File: config.mk
export PLATFORM = sky130hd
export DESIGN_NAME = circular_deque
export DESIGN_NICKNAME = d
export VERILOG_FILES = /design/src/hdl/cdq_pkg.sv /design/src/hdl/circular_deque.sv
export SDC_FILE = /design/constraint.sdc
export NUM_CORES = 1
export LEC_CHECK = 0
export BUFFER_PORTS_ARGS = -buffer_cell sky130_fd_sc_hd__buf_2
export CORE_ASPECT_RATIO = 0.5
export CORE_UTILIZATION = 38
export DETAILED_ROUTE_END_ITERATION = 12
export PLACE_DENSITY = 0.58
export SETUP_SLACK_MARGIN = 0.02
export SYNTH_ARGS = -nofsm -noshare
export SYNTH_HDL_FRONTEND = slang
export SYNTH_SLANG_ARGS = --single-unit
File: constraint.sdc
create_clock -name clock -period 6.7 [get_ports clock]
set_input_delay 1.34 -clock clock [delete_from_list [all_inputs] [get_ports clock]]
set_output_delay 1.34 -clock clock [all_outputs]
set_load 0.02 [all_outputs]
File: src/hdl/cdq_pkg.sv
// cdq_pkg: sizes, operation and status codes, and controller states for the
// circular deque. No dependencies; used by circular_deque.
package cdq_pkg;

   // capacity must be a power of two: slot arithmetic wraps by truncation
   localparam int DEPTH      = 16;
   localparam int DATA_WIDTH = 32;
   localparam int PTR_W      = $clog2(DEPTH);
   localparam int CNT_W      = $clog2(DEPTH + 1);

   localparam int KIND_W   = 3;
   localparam int INDEX_W  = 4;
   localparam int STATUS_W = 2;

   localparam int REQ_DATA_W = 40;  // index + value, padded to bytes
   localparam int RSP_DATA_W = 40;  // result_value + status + count, padded

   localparam logic [KIND_W-1:0] KIND_ADD_HIGH = 3'd0;
   localparam logic [KIND_W-1:0] KIND_ADD_LOW  = 3'd1;
   localparam logic [KIND_W-1:0] KIND_REM_HIGH = 3'd2;
   localparam logic [KIND_W-1:0] KIND_REM_LOW  = 3'd3;
   localparam logic [KIND_W-1:0] KIND_GET      = 3'd4;
   localparam logic [KIND_W-1:0] KIND_PUT      = 3'd5;

   localparam logic [STATUS_W-1:0] ST_OK    = 2'd0;
   localparam logic [STATUS_W-1:0] ST_EMPTY = 2'd1;
   localparam logic [STATUS_W-1:0] ST_FULL  = 2'd2;
   localparam logic [STATUS_W-1:0] ST_INDEX = 2'd3;

   typedef enum logic [0:0] {
      S_IDLE,
      S_EXEC
   } state_type;

endpackage

File: src/hdl/circular_deque.sv
// circular_deque: double-ended queue in a one-port-write, one-port-read slot
// memory with head pointer and fill count. Depends on cdq_pkg.
// A result is offered from the output register when S_EXEC finishes its item;
// S_EXEC holds while the previous result still waits in the output register.
// Items are taken one at a time, accepted in S_IDLE and finished in S_EXEC; the
// slot memory read (registered) must land before the read-modify-write step that finishes it.
// A new request is taken while the previous result still waits in the output
// register; it finishes once that register is free.
// Reset (synchronous): head and fill go to zero, slot memory keeps contents.
module circular_deque (
   input  logic                             clock,
   input  logic                             reset,
   input  logic                             req_tvalid,
   output logic                             req_tready,
   // [3:0] index, [35:4] value, [39:36] zero
   input  logic [cdq_pkg::REQ_DATA_W-1:0]   req_tdata,
   // [2:0] kind
   input  logic [cdq_pkg::KIND_W-1:0]       req_tuser,
   output logic                             rsp_tvalid,
   input  logic                             rsp_tready,
   // [31:0] result_value, [33:32] status, [38:34] count, [39] zero
   output logic [cdq_pkg::RSP_DATA_W-1:0]   rsp_tdata
);

   localparam int PW = cdq_pkg::PTR_W;
   localparam int CW = cdq_pkg::CNT_W;
   localparam int DW = cdq_pkg::DATA_WIDTH;

   cdq_pkg::state_type state_ff, state_in;

   logic [PW-1:0] head_ff, head_in;
   logic [CW-1:0] fill_ff, fill_in;

   logic [cdq_pkg::KIND_W-1:0]  kind_ff;
   logic [cdq_pkg::INDEX_W-1:0] index_ff;
   logic [DW-1:0]               value_ff;
   logic [PW-1:0]               addr_ff;
   logic [PW-1:0]               addr_in;

   logic [DW-1:0] slot_mem [cdq_pkg::DEPTH];
   logic [DW-1:0] rd_data_ff;

   logic                        rsp_valid_ff;
   logic [DW-1:0]               res_value_ff, res_value_in;
   logic [cdq_pkg::STATUS_W-1:0] res_status_ff, res_status_in;
   logic [CW-1:0]               res_count_ff;

   logic req_beat;
   logic finish;
   logic wr_en;

   logic [cdq_pkg::KIND_W-1:0]  req_kind;
   logic [cdq_pkg::INDEX_W-1:0] req_index;
   logic [DW-1:0]               req_value;

   assign req_kind  = req_tuser;
   assign req_index = req_tdata[cdq_pkg::INDEX_W-1:0];
   assign req_value = req_tdata[cdq_pkg::INDEX_W +: DW];

   assign req_beat = req_tvalid && req_tready;

   // next state
   always_comb begin
      state_in = state_ff;
      case (state_ff)
         cdq_pkg::S_IDLE: begin
            if (req_tvalid) state_in = cdq_pkg::S_EXEC;
         end
         cdq_pkg::S_EXEC: begin
            if (!rsp_valid_ff || rsp_tready) state_in = cdq_pkg::S_IDLE;
         end
         default: state_in = cdq_pkg::S_IDLE;
      endcase
   end

   // state outputs
   always_comb begin
      req_tready = 1'b0;
      finish     = 1'b0;
      case (state_ff)
         cdq_pkg::S_IDLE: req_tready = !reset;
         cdq_pkg::S_EXEC: finish = !rsp_valid_ff || rsp_tready;
         default: begin
            req_tready = 1'b0;
            finish     = 1'b0;
         end
      endcase
   end

   // slot touched by the operation, from state as it stands at acceptance
   always_comb begin
      case (req_kind)
         cdq_pkg::KIND_ADD_HIGH: addr_in = head_ff + fill_ff[PW-1:0];
         cdq_pkg::KIND_ADD_LOW:  addr_in = head_ff - PW'(1);
         cdq_pkg::KIND_REM_HIGH: addr_in = head_ff + fill_ff[PW-1:0] - PW'(1);
         cdq_pkg::KIND_GET,
         cdq_pkg::KIND_PUT:      addr_in = head_ff + PW'(req_index);
         default:                addr_in = head_ff;
      endcase
   end

   // read-modify-write step
   always_comb begin
      head_in       = head_ff;
      fill_in       = fill_ff;
      res_value_in  = '0;
      res_status_in = cdq_pkg::ST_OK;
      wr_en         = 1'b0;
      case (kind_ff)
         cdq_pkg::KIND_ADD_HIGH: begin
            if (fill_ff == CW'(cdq_pkg::DEPTH)) begin
               res_status_in = cdq_pkg::ST_FULL;
            end else begin
               fill_in      = fill_ff + CW'(1);
               res_value_in = value_ff;
               wr_en        = 1'b1;
            end
         end
         cdq_pkg::KIND_ADD_LOW: begin
            if (fill_ff == CW'(cdq_pkg::DEPTH)) begin
               res_status_in = cdq_pkg::ST_FULL;
            end else begin
               head_in      = addr_ff;
               fill_in      = fill_ff + CW'(1);
               res_value_in = value_ff;
               wr_en        = 1'b1;
            end
         end
         cdq_pkg::KIND_REM_HIGH: begin
            if (fill_ff == '0) begin
               res_status_in = cdq_pkg::ST_EMPTY;
            end else begin
               fill_in      = fill_ff - CW'(1);
               res_value_in = rd_data_ff;
            end
         end
         cdq_pkg::KIND_REM_LOW: begin
            if (fill_ff == '0) begin
               res_status_in = cdq_pkg::ST_EMPTY;
            end else begin
               head_in      = head_ff + PW'(1);
               fill_in      = fill_ff - CW'(1);
               res_value_in = rd_data_ff;
            end
         end
         cdq_pkg::KIND_GET: begin
            if (CW'(index_ff) >= fill_ff) begin
               res_status_in = cdq_pkg::ST_INDEX;
            end else begin
               res_value_in = rd_data_ff;
            end
         end
         cdq_pkg::KIND_PUT: begin
            if (CW'(index_ff) >= fill_ff) begin
               res_status_in = cdq_pkg::ST_INDEX;
            end else begin
               res_value_in = rd_data_ff;
               wr_en        = 1'b1;
            end
         end
         default: begin
            res_status_in = cdq_pkg::ST_OK;
         end
      endcase
      if (!finish) wr_en = 1'b0;
   end

   // slot memory: read on acceptance, write back on finish
   always_ff @(posedge clock) begin
      if (req_beat) rd_data_ff <= slot_mem[addr_in];
      if (wr_en) slot_mem[addr_ff] <= value_ff;
   end

   always_ff @(posedge clock) begin
      if (req_beat) begin
         kind_ff  <= req_kind;
         index_ff <= req_index;
         value_ff <= req_value;
         addr_ff  <= addr_in;
      end
      if (finish) begin
         res_value_ff  <= res_value_in;
         res_status_ff <= res_status_in;
         res_count_ff  <= fill_in;
      end
   end

   always_ff @(posedge clock) begin
      if (reset) begin
         state_ff     <= cdq_pkg::S_IDLE;
         head_ff      <= '0;
         fill_ff      <= '0;
         rsp_valid_ff <= 1'b0;
      end else begin
         state_ff <= state_in;
         if (finish) begin
            head_ff      <= head_in;
            fill_ff      <= fill_in;
            rsp_valid_ff <= 1'b1;
         end else if (rsp_tready) begin
            rsp_valid_ff <= 1'b0;
         end
      end
   end

   assign rsp_tvalid = rsp_valid_ff;
   assign rsp_tdata  = {1'b0, res_count_ff, res_status_ff, res_value_ff};

   a_fill_bound: assert property (@(posedge clock) disable iff (reset)
      fill_ff <= CW'(cdq_pkg::DEPTH))
      else $error("fill count beyond capacity");

   a_accept_to_exec: assert property (@(posedge clock) disable iff (reset)
      req_beat |=> state_ff == cdq_pkg::S_EXEC)
      else $error("accepted beat did not start execution");

   a_count_tracks_fill: assert property (@(posedge clock) disable iff (reset)
      rsp_valid_ff |-> res_count_ff == fill_ff)
      else $error("offered count differs from fill");

   a_empty_status: assert property (@(posedge clock) disable iff (reset)
      (rsp_valid_ff && res_status_ff == cdq_pkg::ST_EMPTY) |-> res_count_ff == '0)
      else $error("empty status with elements held");

   a_write_on_finish: assert property (@(posedge clock) disable iff (reset)
      wr_en |-> (state_ff == cdq_pkg::S_EXEC && res_status_in == cdq_pkg::ST_OK))
      else $error("slot write outside a successful finish");

endmodule

* After elaboration in Yosys (flattened, before gate mapping)
Memory sizes are Yosys's and may differ from the RTL's. A register that Yosys moved wholly into a read port is not among the register bits. Cells that the tools add are included.
Operators by class: add/sub/neg operators 7, multiply operators 0, divide/modulo/power cells 0, $lt $le $gt $ge 1, equal/unequal tests 12, shifts and indexed selects 0, mux-type cells 28, bitwise operators 1, reduce and logical (&&, ||, !) cells 14
Operators with widths (count):
- 32-bit 2-to-1 mux | 3
- 32-bit one-hot mux with 3 select lines | 1
- 4-bit one-hot mux with 4 select lines | 1
- 3-bit equality test (second input constant) | 4
- 1-bit 2-to-1 mux | 12
- 5-bit 2-to-1 mux | 2
- 5-bit one-hot mux with 2 select lines | 1
- 3-bit by 2-bit equality test with 1-bit output (second input constant) | 3
- 4-bit adder | 2
- 4-bit 2-to-1 mux | 2
- 4-bit one-hot mux with 2 select lines | 1
- 2-bit OR reduction | 4
- 4-bit by 1-bit subtractor with 4-bit output (second input constant) | 2
- 3-bit by 1-bit equality test with 1-bit output (second input constant) | 2
- 3-bit logical NOT | 2
- 2-bit one-hot mux with 3 select lines | 1
- 5-bit by 1-bit adder with 5-bit output (second input constant) | 1
- 5-bit equality test (second input constant) | 1
- 4-bit by 5-bit greater-or-equal comparator with 1-bit output | 1
- 5-bit logical NOT | 1
- 5-bit by 1-bit subtractor with 5-bit output (second input constant) | 1
- 4-bit by 1-bit adder with 4-bit output (second input constant) | 1
- 2-bit 2-to-1 mux | 2
- 2-bit != test (second input constant) | 2
- other kinds (7) | 10
Word-level totals: flip-flop bits (word level) 93, latch bits 0, RAM bits 512, bits in read-only memories 0, input port bits 47, output and inout bits 42, logic and storage cells 75, memories kept 1
Memories:
- slot_mem | words 16, width 32, rd ports 1, clocked after memory_dff 1, wr ports 1, RTL line circular_deque.sv:40 | logic [DW-1:0] slot_mem [cdq_pkg::DEPTH];

* Longest topological paths before layout
Gate-level depths: netlist (run 1).
word-level depth 6, mapped depth 15, depth with buffers taken out 12

* Worst setup path after synthesis (run 1)
No wires, ideal clock.
path type input -> register, from input rsp_tready, to memory slot_mem[10][0] in the netlist's numbering (enable), library setup time 0.502 ns, arrival time 5.530 ns, required time 6.198 ns, slack 0.668 ns, cell stages on the path 6, path buffers 1, cell sequence nand2b_1 > nand2_1 > inv_2 > nand2_1 > buf_2 > nor4_1
Between the ends: longest elaborated chain between the ends 5
RTL lines:
- from (decl) | RTL line circular_deque.sv:20 | input logic rsp_tready,
- 1-bit logical OR | RTL line circular_deque.sv:82 | cdq_pkg::S_EXEC: finish = !rsp_valid_ff || rsp_tready;
- 1-bit 2-to-1 mux | RTL line circular_deque.sv:80 | case (state_ff)
- named net finish | RTL line circular_deque.sv:49 | logic finish;
- 1-bit 2-to-1 mux | RTL line circular_deque.sv:165 | if (!finish) wr_en = 1'b0;
- 1-bit 2-to-1 mux | RTL line circular_deque.sv:171 | if (wr_en) slot_mem[addr_ff] <= value_ff;
- 1-bit 2-to-1 mux (implied by the code) | RTL line circular_deque.sv:171
- to (decl) | RTL line circular_deque.sv:40
The timed path passes the listed nets, and every way through them passes these cells.

* Worst setup path after layout (run 1)
from register fill_ff[0], to memory slot_mem[15][14] in the netlist's numbering (enable)
Between the ends: longest elaborated chain between the ends 6, elaborated cells between the ends (all ways) 8, those cells by class order compare (1); eq/ne (1); mux (6)
RTL lines:
- from (decl) | RTL line circular_deque.sv:32 | logic [CW-1:0] fill_ff, fill_in;
- from (signal assigned) | RTL line circular_deque.sv:198 | fill_ff <= fill_in;
- 4-bit by 5-bit greater-or-equal comparator with 1-bit output / 5-bit equality test (equally long branches) | RTL line circular_deque.sv:154, circular_deque.sv:111, circular_deque.sv:120
- 1-bit 2-to-1 mux, on equally long branches | RTL line circular_deque.sv:154, circular_deque.sv:111, circular_deque.sv:120
- 1-bit one-hot mux with 2 select lines (*) | RTL line circular_deque.sv:109 | case (kind_ff)
- 1-bit 2-to-1 mux (*) | RTL line circular_deque.sv:165
- 1-bit 2-to-1 mux (*) | RTL line circular_deque.sv:171
- 1-bit 2-to-1 mux (implied by the code) (*) | RTL line circular_deque.sv:171
Every way passes the cells marked *; elsewhere a longest branch is shown, timed or not.

==> results.md, run 1 <==
- Number of antenna violations at the first check in global routing: 0
- Count of endpoints failing setup in the final report: 0
- Leakage power: 10.4 nW
- Slew Viols, Final: 0
- Top-count cell post-synth: sky130_fd_sc_hd__edfxtp_1
- DP HPWL: 26.5 mm
- Worst-case headroom to the max-slew limit: 0.156
- Clock skew after layout: 0.0258 ns
- CTS root buffer: sky130_fd_sc_hd__clkbuf_16
- Clk buf depth: 3
- Final core utilization: 0.433
- Data arrival time at the worst-slack endpoint: 4.60 ns
- FF-to-FF setup slack: 2.42 ns
- Area leader, netlist: sky130_fd_sc_hd__edfxtp_1
- Count of pins on the block boundary: 89
- Hold crit path type: register to register
- Worst Hold End: rsp_tvalid
- Portion of the clock cycle consumed by the worst path in the final layout: 0.639
- Clock Latency Late Sink: about 0.63 ns
- Leading cell types by count after synthesis: 626 x sky130_fd_sc_hd__edfxtp_1, 481 x sky130_fd_sc_hd__mux2i_1, 42 x sky130_fd_sc_hd__buf_6
- Sort of element at the end of the critical path: register
- Synthesized flop and latch total: 637
- Remaining DRCs: 0
- Global-route wire length before repair: around 78 mm
- Worst Max-Slew Pin Slew: 1.26 ns
- Cell area after synthesis: 25,900 um^2
- Clock tree sinks: 637
- VDD IR-drop max: about 0.19 mV
- Min Hold Slack: 0.532 ns
- Initial Util: 0.386
- Final count of hold timing violations: 0
- # Max-Cap Violations: 0
- Unrepaired setup endpoints after global routing: false
- Detail Route Antenna Nets: 0
- Register area share after synthesis: 0.734
- Required time at the worst-slack endpoint: 7.02 ns
- Width of the die: around 370 um
- Count of input and output buffers: 83
- Number of warnings printed during yosys synthesis: 0
- Cell area after layout: between 20,000 and 30,000 um^2
- Layout area overhead: 12.2%
- Count of non-filler cells in the finished layout: 2,454
- Clock tree from TritonCTS: yes
- HP Start: state_ff
- Total number of H-tree levels: 2
- Setup TNS: 0 ns
- Start-to-end type of the worst setup path: register to register
- Reg-to-reg critical path startpoint: fill_ff[0]
- Via count of the first global-routing pass: 12,100
- Final Critical Period: ~4.3 ns
- Placer Congestion: 0.751
- Overall power after layout: 8.29 mW
- Vertical die dimension: roughly 190 um
- Net count reported at finish: roughly 1,600
- Upper clock frequency limit: 0.234 GHz
- Distinct cells, synth: 53
- Clock-pin transition on the worst setup and hold timing paths: about 0.06 ns
- Place WS: 1.99 ns
- Synth async-reset ratio: 0
- Die Area: 69,300 um^2
- Proportion of netlist area held by the largest area contributor: 0.725
- Maximum fanout along the worst path: 24
- Crit Reg-Reg Endpoint: slot_mem[15][14]
- GRT Resource Usage Total: 0.153
- Row Count: 67
- Syn_area_per_cell: about 18 um^2
- Final worst-path setup slack: 2.42 ns
- Initial drt markers: about 820
- Net count after synthesis: 1,465
- Most used flip-flop cell after synthesis: sky130_fd_sc_hd__edfxtp_1
- Reg2Reg Depth: 9
- Depth of the worst hold-timing path: 2
- Avg Vias per Cell: 5.03
- Type of origin of the critical path: register
- Wire length reported by the detailed router: around 53 mm
- Count of inserted antenna diode cells: 0
- Vias after detailed routing: 12,400
- Number of buffers inserted by hold repair at cts: 0
- Total power divided by cell area: approximately 290 nW/um^2
- Cells resized by post-CTS repair: 0
- Number of placed instances, taps included: between 2,000 and 2,500
- Detailed-router iteration count before antenna repair: 5
- Largest net degree at the start of global routing: 130
- Top post-synthesis cells by area: sky130_fd_sc_hd__edfxtp_1 73%, sky130_fd_sc_hd__mux2i_1 19%, sky130_fd_sc_hd__buf_6 1.8%
- Status: completed
- Total placed instance area: 27,300 um^2
- Standard cell core area: between 60,000 and 70,000 um^2
- Gate Count Post-Synth: roughly 1,400
- Count of flip-flops with a built-in enable after synthesis: 626
- Layout cells sized above 1: 0.145
- Routed length per placed instance: 21.7 um
- TritonCTS buffer count: between 50 and 60
- Count of buffers added by post-CTS timing repair for setup: 0
- Residual overflow from global routing: 0
==> power by group <==
group / leakage (nW) / internal, mW / switching, mW
clock: 0.880 / 1.74 / 1.43
sequential: 5.76 / 4.43 / 0.0502
combinational: 3.74 / 0.285 / 0.367
total: 10.4 / 6.45 / 1.85
==> state kept, by name (all words and copies together) (netlist names) <==
register,count
addr_ff,4
rsp_tvalid,1
state_ff,1
index_ff,4
value_ff,32
res_value_ff,32
kind_ff,3
fill_ff,5
res_count_ff,5
rd_data_ff,32
slot_mem,512
res_status_ff,2
head_ff,4
==> worst max-delay path, cell delays in order, from the launching register on <==
cell	delay, ns
sky130_fd_sc_hd__dfxtp_1	0.48
sky130_fd_sc_hd__inv_1	0.13
sky130_fd_sc_hd__ha_1	0.25
sky130_fd_sc_hd__nor3b_2	0.22
sky130_fd_sc_hd__a211o_2	0.42
sky130_fd_sc_hd__nand2_1	0.08
sky130_fd_sc_hd__nand2_1	0.29
sky130_fd_sc_hd__nand4bb_1	0.60
sky130_fd_sc_hd__nor2_4	1.09
sky130_fd_sc_hd__buf_4	0.40
==> final cells by class <==
| type | count | area (um^2) |
|---|---|---|
| Sequential cell | 637 | 19000 |
| Tap cell | 897 | 1120 |
| Clock inverter | 33 | 206 |
| Clock buffer | 76 | 1580 |
| Timing Repair Buffer | 113 | 716 |
| Fill cell | 5872 | 38100 |
| Inverter | 16 | 60.1 |
| Multi-Input combinational cell | 682 | 6380 |
==> metal layers <==
metal	wire, um	global-route usage	vias to the layer above
met5	0	0	-
met4	843	0.0383	0
met3	1890	0.0236	64
met2	24100	0.237	185
met1	26300	0.225	6365
li1	-	-	5736
==> cell usage in the layout (no fill, tap or decap), types with 3 or more instances in the layout <==
cell type,synthesis,layout
sky130_fd_sc_hd__a21o_1,4,4
sky130_fd_sc_hd__a21oi_1,10,10
sky130_fd_sc_hd__a21oi_2,3,3
sky130_fd_sc_hd__a22o_1,32,32
sky130_fd_sc_hd__a31oi_1,3,3
sky130_fd_sc_hd__buf_12,0,6
sky130_fd_sc_hd__buf_2,17,83
sky130_fd_sc_hd__buf_4,2,24
sky130_fd_sc_hd__clkbuf_1,6,15
sky130_fd_sc_hd__clkbuf_16,0,61
sky130_fd_sc_hd__clkinv_1,0,19
sky130_fd_sc_hd__clkinv_2,0,11
sky130_fd_sc_hd__dfxtp_1,11,11
sky130_fd_sc_hd__edfxtp_1,626,626
sky130_fd_sc_hd__ha_1,14,14
sky130_fd_sc_hd__inv_1,11,11
sky130_fd_sc_hd__inv_2,5,5
sky130_fd_sc_hd__mux2i_1,481,481
sky130_fd_sc_hd__nand2_1,21,21
sky130_fd_sc_hd__nand2b_1,11,11
sky130_fd_sc_hd__nand3_1,6,6
sky130_fd_sc_hd__nand4_1,3,3
sky130_fd_sc_hd__nor2_1,26,18
sky130_fd_sc_hd__nor2_4,0,8
sky130_fd_sc_hd__nor2b_1,6,6
sky130_fd_sc_hd__nor3_1,6,5
sky130_fd_sc_hd__nor4_2,0,8
sky130_fd_sc_hd__o21ai_0,3,3
sky130_fd_sc_hd__o21ai_1,5,4
sky130_fd_sc_hd__xnor2_1,6,6
==> cells by family after synthesis <==
logic type | count (synthesis) | share of synthesized area
other | 1 | 0.000145
and+or+nand+nor | 99 | 0.0193
muxes | 482 | 0.186
xor gates and xnor gates | 9 | 0.00362
buffers and inverters | 83 | 0.0253
DFF | 637 | 0.734
adders and majority gates | 16 | 0.00831
AOI/OAI and AO/OA | 75 | 0.0230
==> worst max-delay path by stage <==
stage,startpoint,end,cells past startpoint
after floorplan,rsp_tready,slot_mem[10][0],6
after global placement,req_tuser[1],rd_data_ff[3],12
after detailed placement,req_tuser[1],rd_data_ff[10],12
after CTS,fill_ff[0],slot_mem[15][16],9
after global routing,fill_ff[1],slot_mem[15][19],9
final,fill_ff[0],slot_mem[15][14],9
No activity file was read; power rests on OpenSTA's default activity.
==> inputs of run 2 (changes only) <==
PLACE_DENSITY = 0.6   (was 0.58)
clock period = 3.7 ns   (was 6.7 ns; I/O delays follow)
==> results.md, run 2 (same netlist as run 1, synthesis figures left out) <==
- Worst-case headroom to the max-slew limit: 0.497 (was 0.156)
- Proportion of power drawn by the clock network: 0.377 (was 0.382)
- Residual overflow from global routing: 0 (unchanged)
- Count of endpoints failing setup in the final report: 0 (unchanged)
- Hold crit path type: input port to register (was register to register)
- Clock tree sinks: 637 (unchanged)
- Layout cells sized above 1: 0.172 (was 0.145)
- Most frequent cell on the critical path: sky130_fd_sc_hd__nand2_1 (unchanged)
- Row Count: 67 (unchanged)
- Required time at the worst-slack endpoint: 4.01 ns (was 7.02 ns)
- Unrepaired setup endpoints after global routing: false (unchanged)
- Series of cell instances along the critical path: inv_1 -> ha_1 -> nor3b_2 -> a211o_2 -> nand2_1 -> nand2_1 -> or4_1 -> nor2_4 -> buf_4 (was inv_1 -> ha_1 -> nor3b_2 -> a211o_2 -> nand2_1 -> nand2_1 -> nand4bb_1 -> nor2_4 -> buf_4)
- Sort of element at the end of the critical path: register (unchanged)
- Total number of H-tree levels: 2 (unchanged)
- Number of antenna violations at the first check in global routing: 0 (unchanged)
- Detail Route Antenna Nets: 0 (unchanged)
- Status: completed (unchanged)
- Crit-path slowest cell: sky130_fd_sc_hd__or4_1 (was sky130_fd_sc_hd__nor2_4)
- Global-route wire length before repair: 77.5 mm (was 78.3 mm)
- DP HPWL: 29.4 mm (was 26.5 mm)
- Placer Congestion: 0.758 (was 0.751)
- Clock-pin transition on the worst setup and hold timing paths: 0.07 ns (was 0.06 ns)
- Clk buf depth: 3 (unchanged)
- Clock skew after layout: 0.0130 ns (was 0.0258 ns)
- Fraction of power spent switching nets: 0.219 (was 0.223)
- Remaining DRCs: 0 (unchanged)
- Largest register FFs: 512 (unchanged)
- Initial Util: 0.386 (unchanged)
- Final core utilization: 0.444 (was 0.433)
- Commonest cells after routing, fill and taps aside: 626 x sky130_fd_sc_hd__edfxtp_1, 481 x sky130_fd_sc_hd__mux2i_1, 83 x sky130_fd_sc_hd__buf_2 (unchanged)
- Psw: 3.29 mW (was 1.85 mW)
- Vertical die dimension: 187 um (unchanged)
- Final worst-path setup slack: 0.404 ns (was 2.42 ns)
- Largest net degree at the start of global routing: 47 (was 130)
- Number of buffers inserted by hold repair at cts: 0 (unchanged)
- Final count of hold timing violations: 0 (unchanged)
- Wire length reported by the detailed router: 52.0 mm (was 53.2 mm)
- Portion of the clock cycle consumed by the worst path in the final layout: 0.891 (was 0.639)
- Register name with the most flops: slot_mem (unchanged)
- Die Area: 69,300 um^2 (unchanged)
- CTS root buffer: sky130_fd_sc_hd__clkbuf_16 (unchanged)
- Maximum fanout along the worst path: 8 (was 24)
- Min Hold Slack: 0.299 ns (was 0.532 ns)
- # Max-Cap Violations: 0 (unchanged)
- Count of pins on the block boundary: 89 (unchanged)
- Leading cell type in the layout, fill and taps excluded: sky130_fd_sc_hd__edfxtp_1 (unchanged)
- GRT Resource Usage Total: 0.150 (was 0.153)
- Initial drt markers: 758 (was 815)
- Count of inserted antenna diode cells: 0 (unchanged)
- Via count of the first global-routing pass: 12,300 (was 12,100)
- Routed length per placed instance: 20.8 um (was 21.7 um)
- Place WS: 0.243 ns (was 1.99 ns)
- Number of inserted filler cells in the final layout: 5,772 (was 5,872)
- Cells resized by post-CTS repair: 0 (unchanged)
- Number of placed instances, taps included: 2,393 (was 2,345)
- VDD IR-drop max: 0.398 mV (was 0.191 mV)
- Part of the power in registers: 0.538 (was 0.540)
- Width of the die: 371 um (unchanged)
- Data arrival time at the worst-slack endpoint: 3.61 ns (was 4.60 ns)
- Largest incremental delay on the critical path: 0.54 ns (was 1.09 ns)
- Worst Max-Slew Pin Slew: 0.754 ns (was 1.26 ns)
- Net count reported at finish: 1,620 (was 1,572)
- Internal power: 11.8 mW (was 6.45 mW)
- Slew Viols, Final: 0 (unchanged)
- Proportion of power drawn by combinational gates: 0.085 (was 0.079)
- Count of non-filler cells in the finished layout: 2,499 (was 2,454)
- Leakage power: 10.7 nW (was 10.4 nW)
- TritonCTS buffer count: 59 (unchanged)
- Count of buffers added by post-CTS timing repair for setup: 0 (unchanged)
- Standard cell core area: 67,100 um^2 (unchanged)
- Start-to-end type of the worst setup path: register to register (unchanged)
- Count of input and output buffers: 83 (unchanged)
- Final Critical Period: 3.30 ns (was 4.28 ns)
- Upper clock frequency limit: 0.303 GHz (was 0.234 GHz)
- Detailed-router iteration count before antenna repair: 5 (unchanged)
- Clock tree from TritonCTS: yes (unchanged)
- Clock Latency Late Sink: 0.61 ns (was 0.63 ns)
- Layout area overhead: 15.1% (was 12.2%)
- Avg Vias per Cell: 4.93 (was 5.03)
- Total power divided by cell area: 505 nW/um^2 (was 285 nW/um^2)
- Vias after detailed routing: 12,300 (was 12,400)
- Overall power after layout: 15.1 mW (was 8.29 mW)
- Type of origin of the critical path: register (unchanged)
run 2: final timing paths:
check	startpoint	to	slack, ns	cells past startpoint
max	fill_ff[0]	slot_mem[8][8]	0.40	9
min	req_tdata[32]	value_ff[28]	0.30	1
max reg2reg	fill_ff[0]	slot_mem[8][8]	0.40	9
min reg2reg	rd_data_ff[12]	res_value_ff[12]	0.53	1
run 2: layout make-up:
type                            instances  area [um^2]  area share
Sequential cell                       637        19000       0.637
Multi-Input combinational cell        682         6450       0.216
Clock buffer                           81         1610      0.0540
Timing Repair Buffer                  161         1390      0.0466
Tap cell                              897         1120      0.0376
Clock inverter                         25          184     0.00616
Inverter                               16         60.1     0.00201
run 2: power groups by stage:
stage	Sequential [mW]	Combinational [mW]	Clock (mW)
3_5_place_dp	8.26	1.30	0
4_1_cts	8.10	1.30	5.85
3_3_place_gp	8.25	1.29	0
6_report	8.10	1.27	5.68
5_1_grt	8.11	1.37	6.11
2_1_floorplan	8.25	0.948	0
run 2: critical path: cells and delay by family (launching register included):
family / cells / cell delay, ns
buf+inv: 2 / 0.42
fa+ha+maj: 1 / 0.25
compound gates: 1 / 0.42
flops: 1 / 0.50
simple gates: 5 / 1.40
run 2: through the flow:
stage	TNS, ns	area [um^2]
final	0	29800
after global routing	0	29800
after CTS	0	29800
after detailed placement	0	28000
after global placement	0	28000
after floorplan	-110.91	26000
run 2: routing by layer:
metal | track usage | part of all wire
met2 | 0.243 | 0.47
met1 | 0.210 | 0.47
met4 | 0.0369 | 0.018
met3 | 0.0238 | 0.035
met5 | 0 | 0
==> inputs of run 3 (changes only) <==
CORE_UTILIZATION = 56   (was 38)
PLACE_DENSITY = 0.81   (was 0.6)
==> results.md, run 3 (same netlist as run 1, synthesis figures left out) <==
- Status: completed (unchanged)
- Sequential cell area: 19,000 um^2 (unchanged)
- Upper clock frequency limit: 0.299 GHz (was 0.303 GHz)
- Register name with the most flops: slot_mem (unchanged)
- Clock-pin transition on the worst setup and hold timing paths: 0.07 ns (about the same)
- Count of endpoints failing setup in the final report: 0 (unchanged)
- Overall power after layout: 14.8 mW (was 15.1 mW)
- CTS root buffer: sky130_fd_sc_hd__clkbuf_16 (unchanged)
- Initial drt markers: 1,273 (was 758)
- Final count of hold timing violations: 0 (unchanged)
- Count of input and output buffers: 83 (unchanged)
- DP HPWL: 29.4 mm (about the same)
- Unrepaired setup endpoints after global routing: false (unchanged)
- TritonCTS buffer count: 53 (was 59)
- Row Count: 55 (was 67)
- Worst-case headroom to the max-slew limit: 0.503 (was 0.497)
- Standard cell core area: 45,400 um^2 (was 67,100 um^2)
- Leakage power: 10.6 nW (was 10.7 nW)
- Global-route wire length before repair: 80.0 mm (was 77.5 mm)
- Clock tree from TritonCTS: yes (unchanged)
- Residual overflow from global routing: 0 (unchanged)
- Leading cell type in the layout, fill and taps excluded: sky130_fd_sc_hd__edfxtp_1 (unchanged)
- Crit-path slowest cell: sky130_fd_sc_hd__fa_1 (was sky130_fd_sc_hd__or4_1)
- VDD IR-drop max: 0.320 mV (was 0.398 mV)
- Sort of element at the end of the critical path: register (unchanged)
- Number of inserted filler cells in the final layout: 2,932 (was 5,772)
- Count of pins on the block boundary: 89 (unchanged)
- Count of inserted antenna diode cells: 0 (unchanged)
- Clock tree sinks: 637 (unchanged)
- Placer Congestion: 0.848 (was 0.758)
- Width of the die: 306 um (was 371 um)
- Count of non-filler cells in the finished layout: 2,180 (was 2,499)
- Layout area overhead: 12.7% (was 15.1%)
- Detailed-router iteration count before antenna repair: 5 (unchanged)
- Routed length per placed instance: 24.2 um (was 20.8 um)
- Maximum fanout along the worst path: 12 (was 8)
- Most frequent cell on the critical path: sky130_fd_sc_hd__mux2i_1 (was sky130_fd_sc_hd__nand2_1)
- Hold crit path type: input port to register (unchanged)
- Largest register FFs: 512 (unchanged)
- Total power divided by cell area: 507 nW/um^2 (was 505 nW/um^2)
- Layout cells sized above 1: 0.165 (was 0.172)
- Vertical die dimension: 154 um (was 187 um)
- Total number of H-tree levels: 2 (unchanged)
- Avg Vias per Cell: 5.94 (was 4.93)
- Remaining DRCs: 0 (unchanged)
- Largest incremental delay on the critical path: 0.55 ns (was 0.54 ns)
- Clk buf depth: 3 (unchanged)
- Final Critical Period: 3.34 ns (was 3.30 ns)
- Via count of the first global-routing pass: 13,600 (was 12,300)
- Required time at the worst-slack endpoint: 4.12 ns (was 4.01 ns)
- Commonest cells after routing, fill and taps aside: 626 x sky130_fd_sc_hd__edfxtp_1, 481 x sky130_fd_sc_hd__mux2i_1, 83 x sky130_fd_sc_hd__buf_2 (unchanged)
- Series of cell instances along the critical path: ha_1 -> fa_1 -> inv_1 -> ha_1 -> or3_1 -> nand4_1 -> buf_12 -> buf_4 -> mux2i_1 -> mux2i_1 -> mux2i_1 (was inv_1 -> ha_1 -> nor3b_2 -> a211o_2 -> nand2_1 -> nand2_1 -> or4_1 -> nor2_4 -> buf_4)
- Clock Latency Late Sink: 0.59 ns (was 0.61 ns)
- Vias after detailed routing: 13,000 (was 12,300)
- Number of antenna violations at the first check in global routing: 0 (unchanged)
- Number of placed instances, taps included: 2,085 (was 2,393)
- Count of buffers added by post-CTS timing repair for setup: 0 (unchanged)
- Net count reported at finish: 1,605 (was 1,620)
- GRT Resource Usage Total: 0.225 (was 0.150)
- Detail Route Antenna Nets: 0 (unchanged)
- Type of origin of the critical path: register (unchanged)
- Cells resized by post-CTS repair: 0 (unchanged)
- Number of buffers inserted by hold repair at cts: 0 (unchanged)
- Clock skew after layout: 0.0181 ns (was 0.0130 ns)
- Worst Max-Slew Pin Slew: 0.726 ns (was 0.754 ns)
- Area of the multi-input gates: 6450 um^2 (about the same)
- Largest net degree at the start of global routing: 65 (was 47)
- # Max-Cap Violations: 0 (unchanged)
- Portion of the clock cycle consumed by the worst path in the final layout: 0.903 (was 0.891)
- Start-to-end type of the worst setup path: register to register (unchanged)
- Data arrival time at the worst-slack endpoint: 3.77 ns (was 3.61 ns)
- Wire length reported by the detailed router: 52.7 mm (was 52.0 mm)
- Die Area: 47,200 um^2 (was 69,300 um^2)
- Initial Util: 0.571 (was 0.386)
- Slew Viols, Final: 0 (unchanged)
## run 3: worst max-delay path, delay by kind of cell (launching register included)
kind          cells  cell delay (ns)
buf+inv           3             0.55
simple gates      2             0.64
mux               3             0.55
flops             1             0.40
fa+ha+maj         3             1.04
## run 3: per-layer routing
layer / up-vias / GRT usage / wire (um)
li1: 5804 / - / -
met1: 6631 / 0.298 / 22000
met2: 431 / 0.388 / 26200
met3: 94 / 0.0343 / 3200
met4: 0 / 0.0705 / 1310
met5: - / 0 / 0
## run 3: area by class of cell
type | count | share of cell area
flip-flops and latches | 637 | 0.651
multi-input cells | 682 | 0.221
clock buffers | 67 | 0.0483
repair buffers | 152 | 0.0435
well taps | 598 | 0.0256
clock inverters | 28 | 0.00836
inverters | 16 | 0.00206
## run 3: worst paths after layout
kind / startpoint / end / slack [ns] / cells past startpoint
worst max-delay path: head_ff[0] / rd_data_ff[31] / 0.36 / 11
worst min-delay path: req_tdata[19] / value_ff[15] / 0.33 / 1
worst max register to register: head_ff[0] / rd_data_ff[31] / 0.36 / 11
worst min register to register: rd_data_ff[22] / res_value_ff[22] / 0.53 / 1
## run 3: metrics by stage
stage	setup slack, ns	TNS [ns]	instance area (um^2)	hold WS [ns]	utilization
final	0.358	0	29200	0.325	0.643
after global routing	0.243	0	29200	0.303	0.643
after CTS	0.383	0	29200	0.300	0.643
after detailed placement	0.151	0	27500	0.522	0.607
after global placement	0.206	0	27500	0.512	0.607
after floorplan	-0.427	-110.91	26000	0.500	-
## run 3: where the power goes
part           total (mW)  internal (mW)  switching, mW
Combinational        1.29          0.583          0.707
Sequential           8.10           8.01         0.0904
Clock                5.42           2.97           2.44
Total                14.8           11.6           3.24
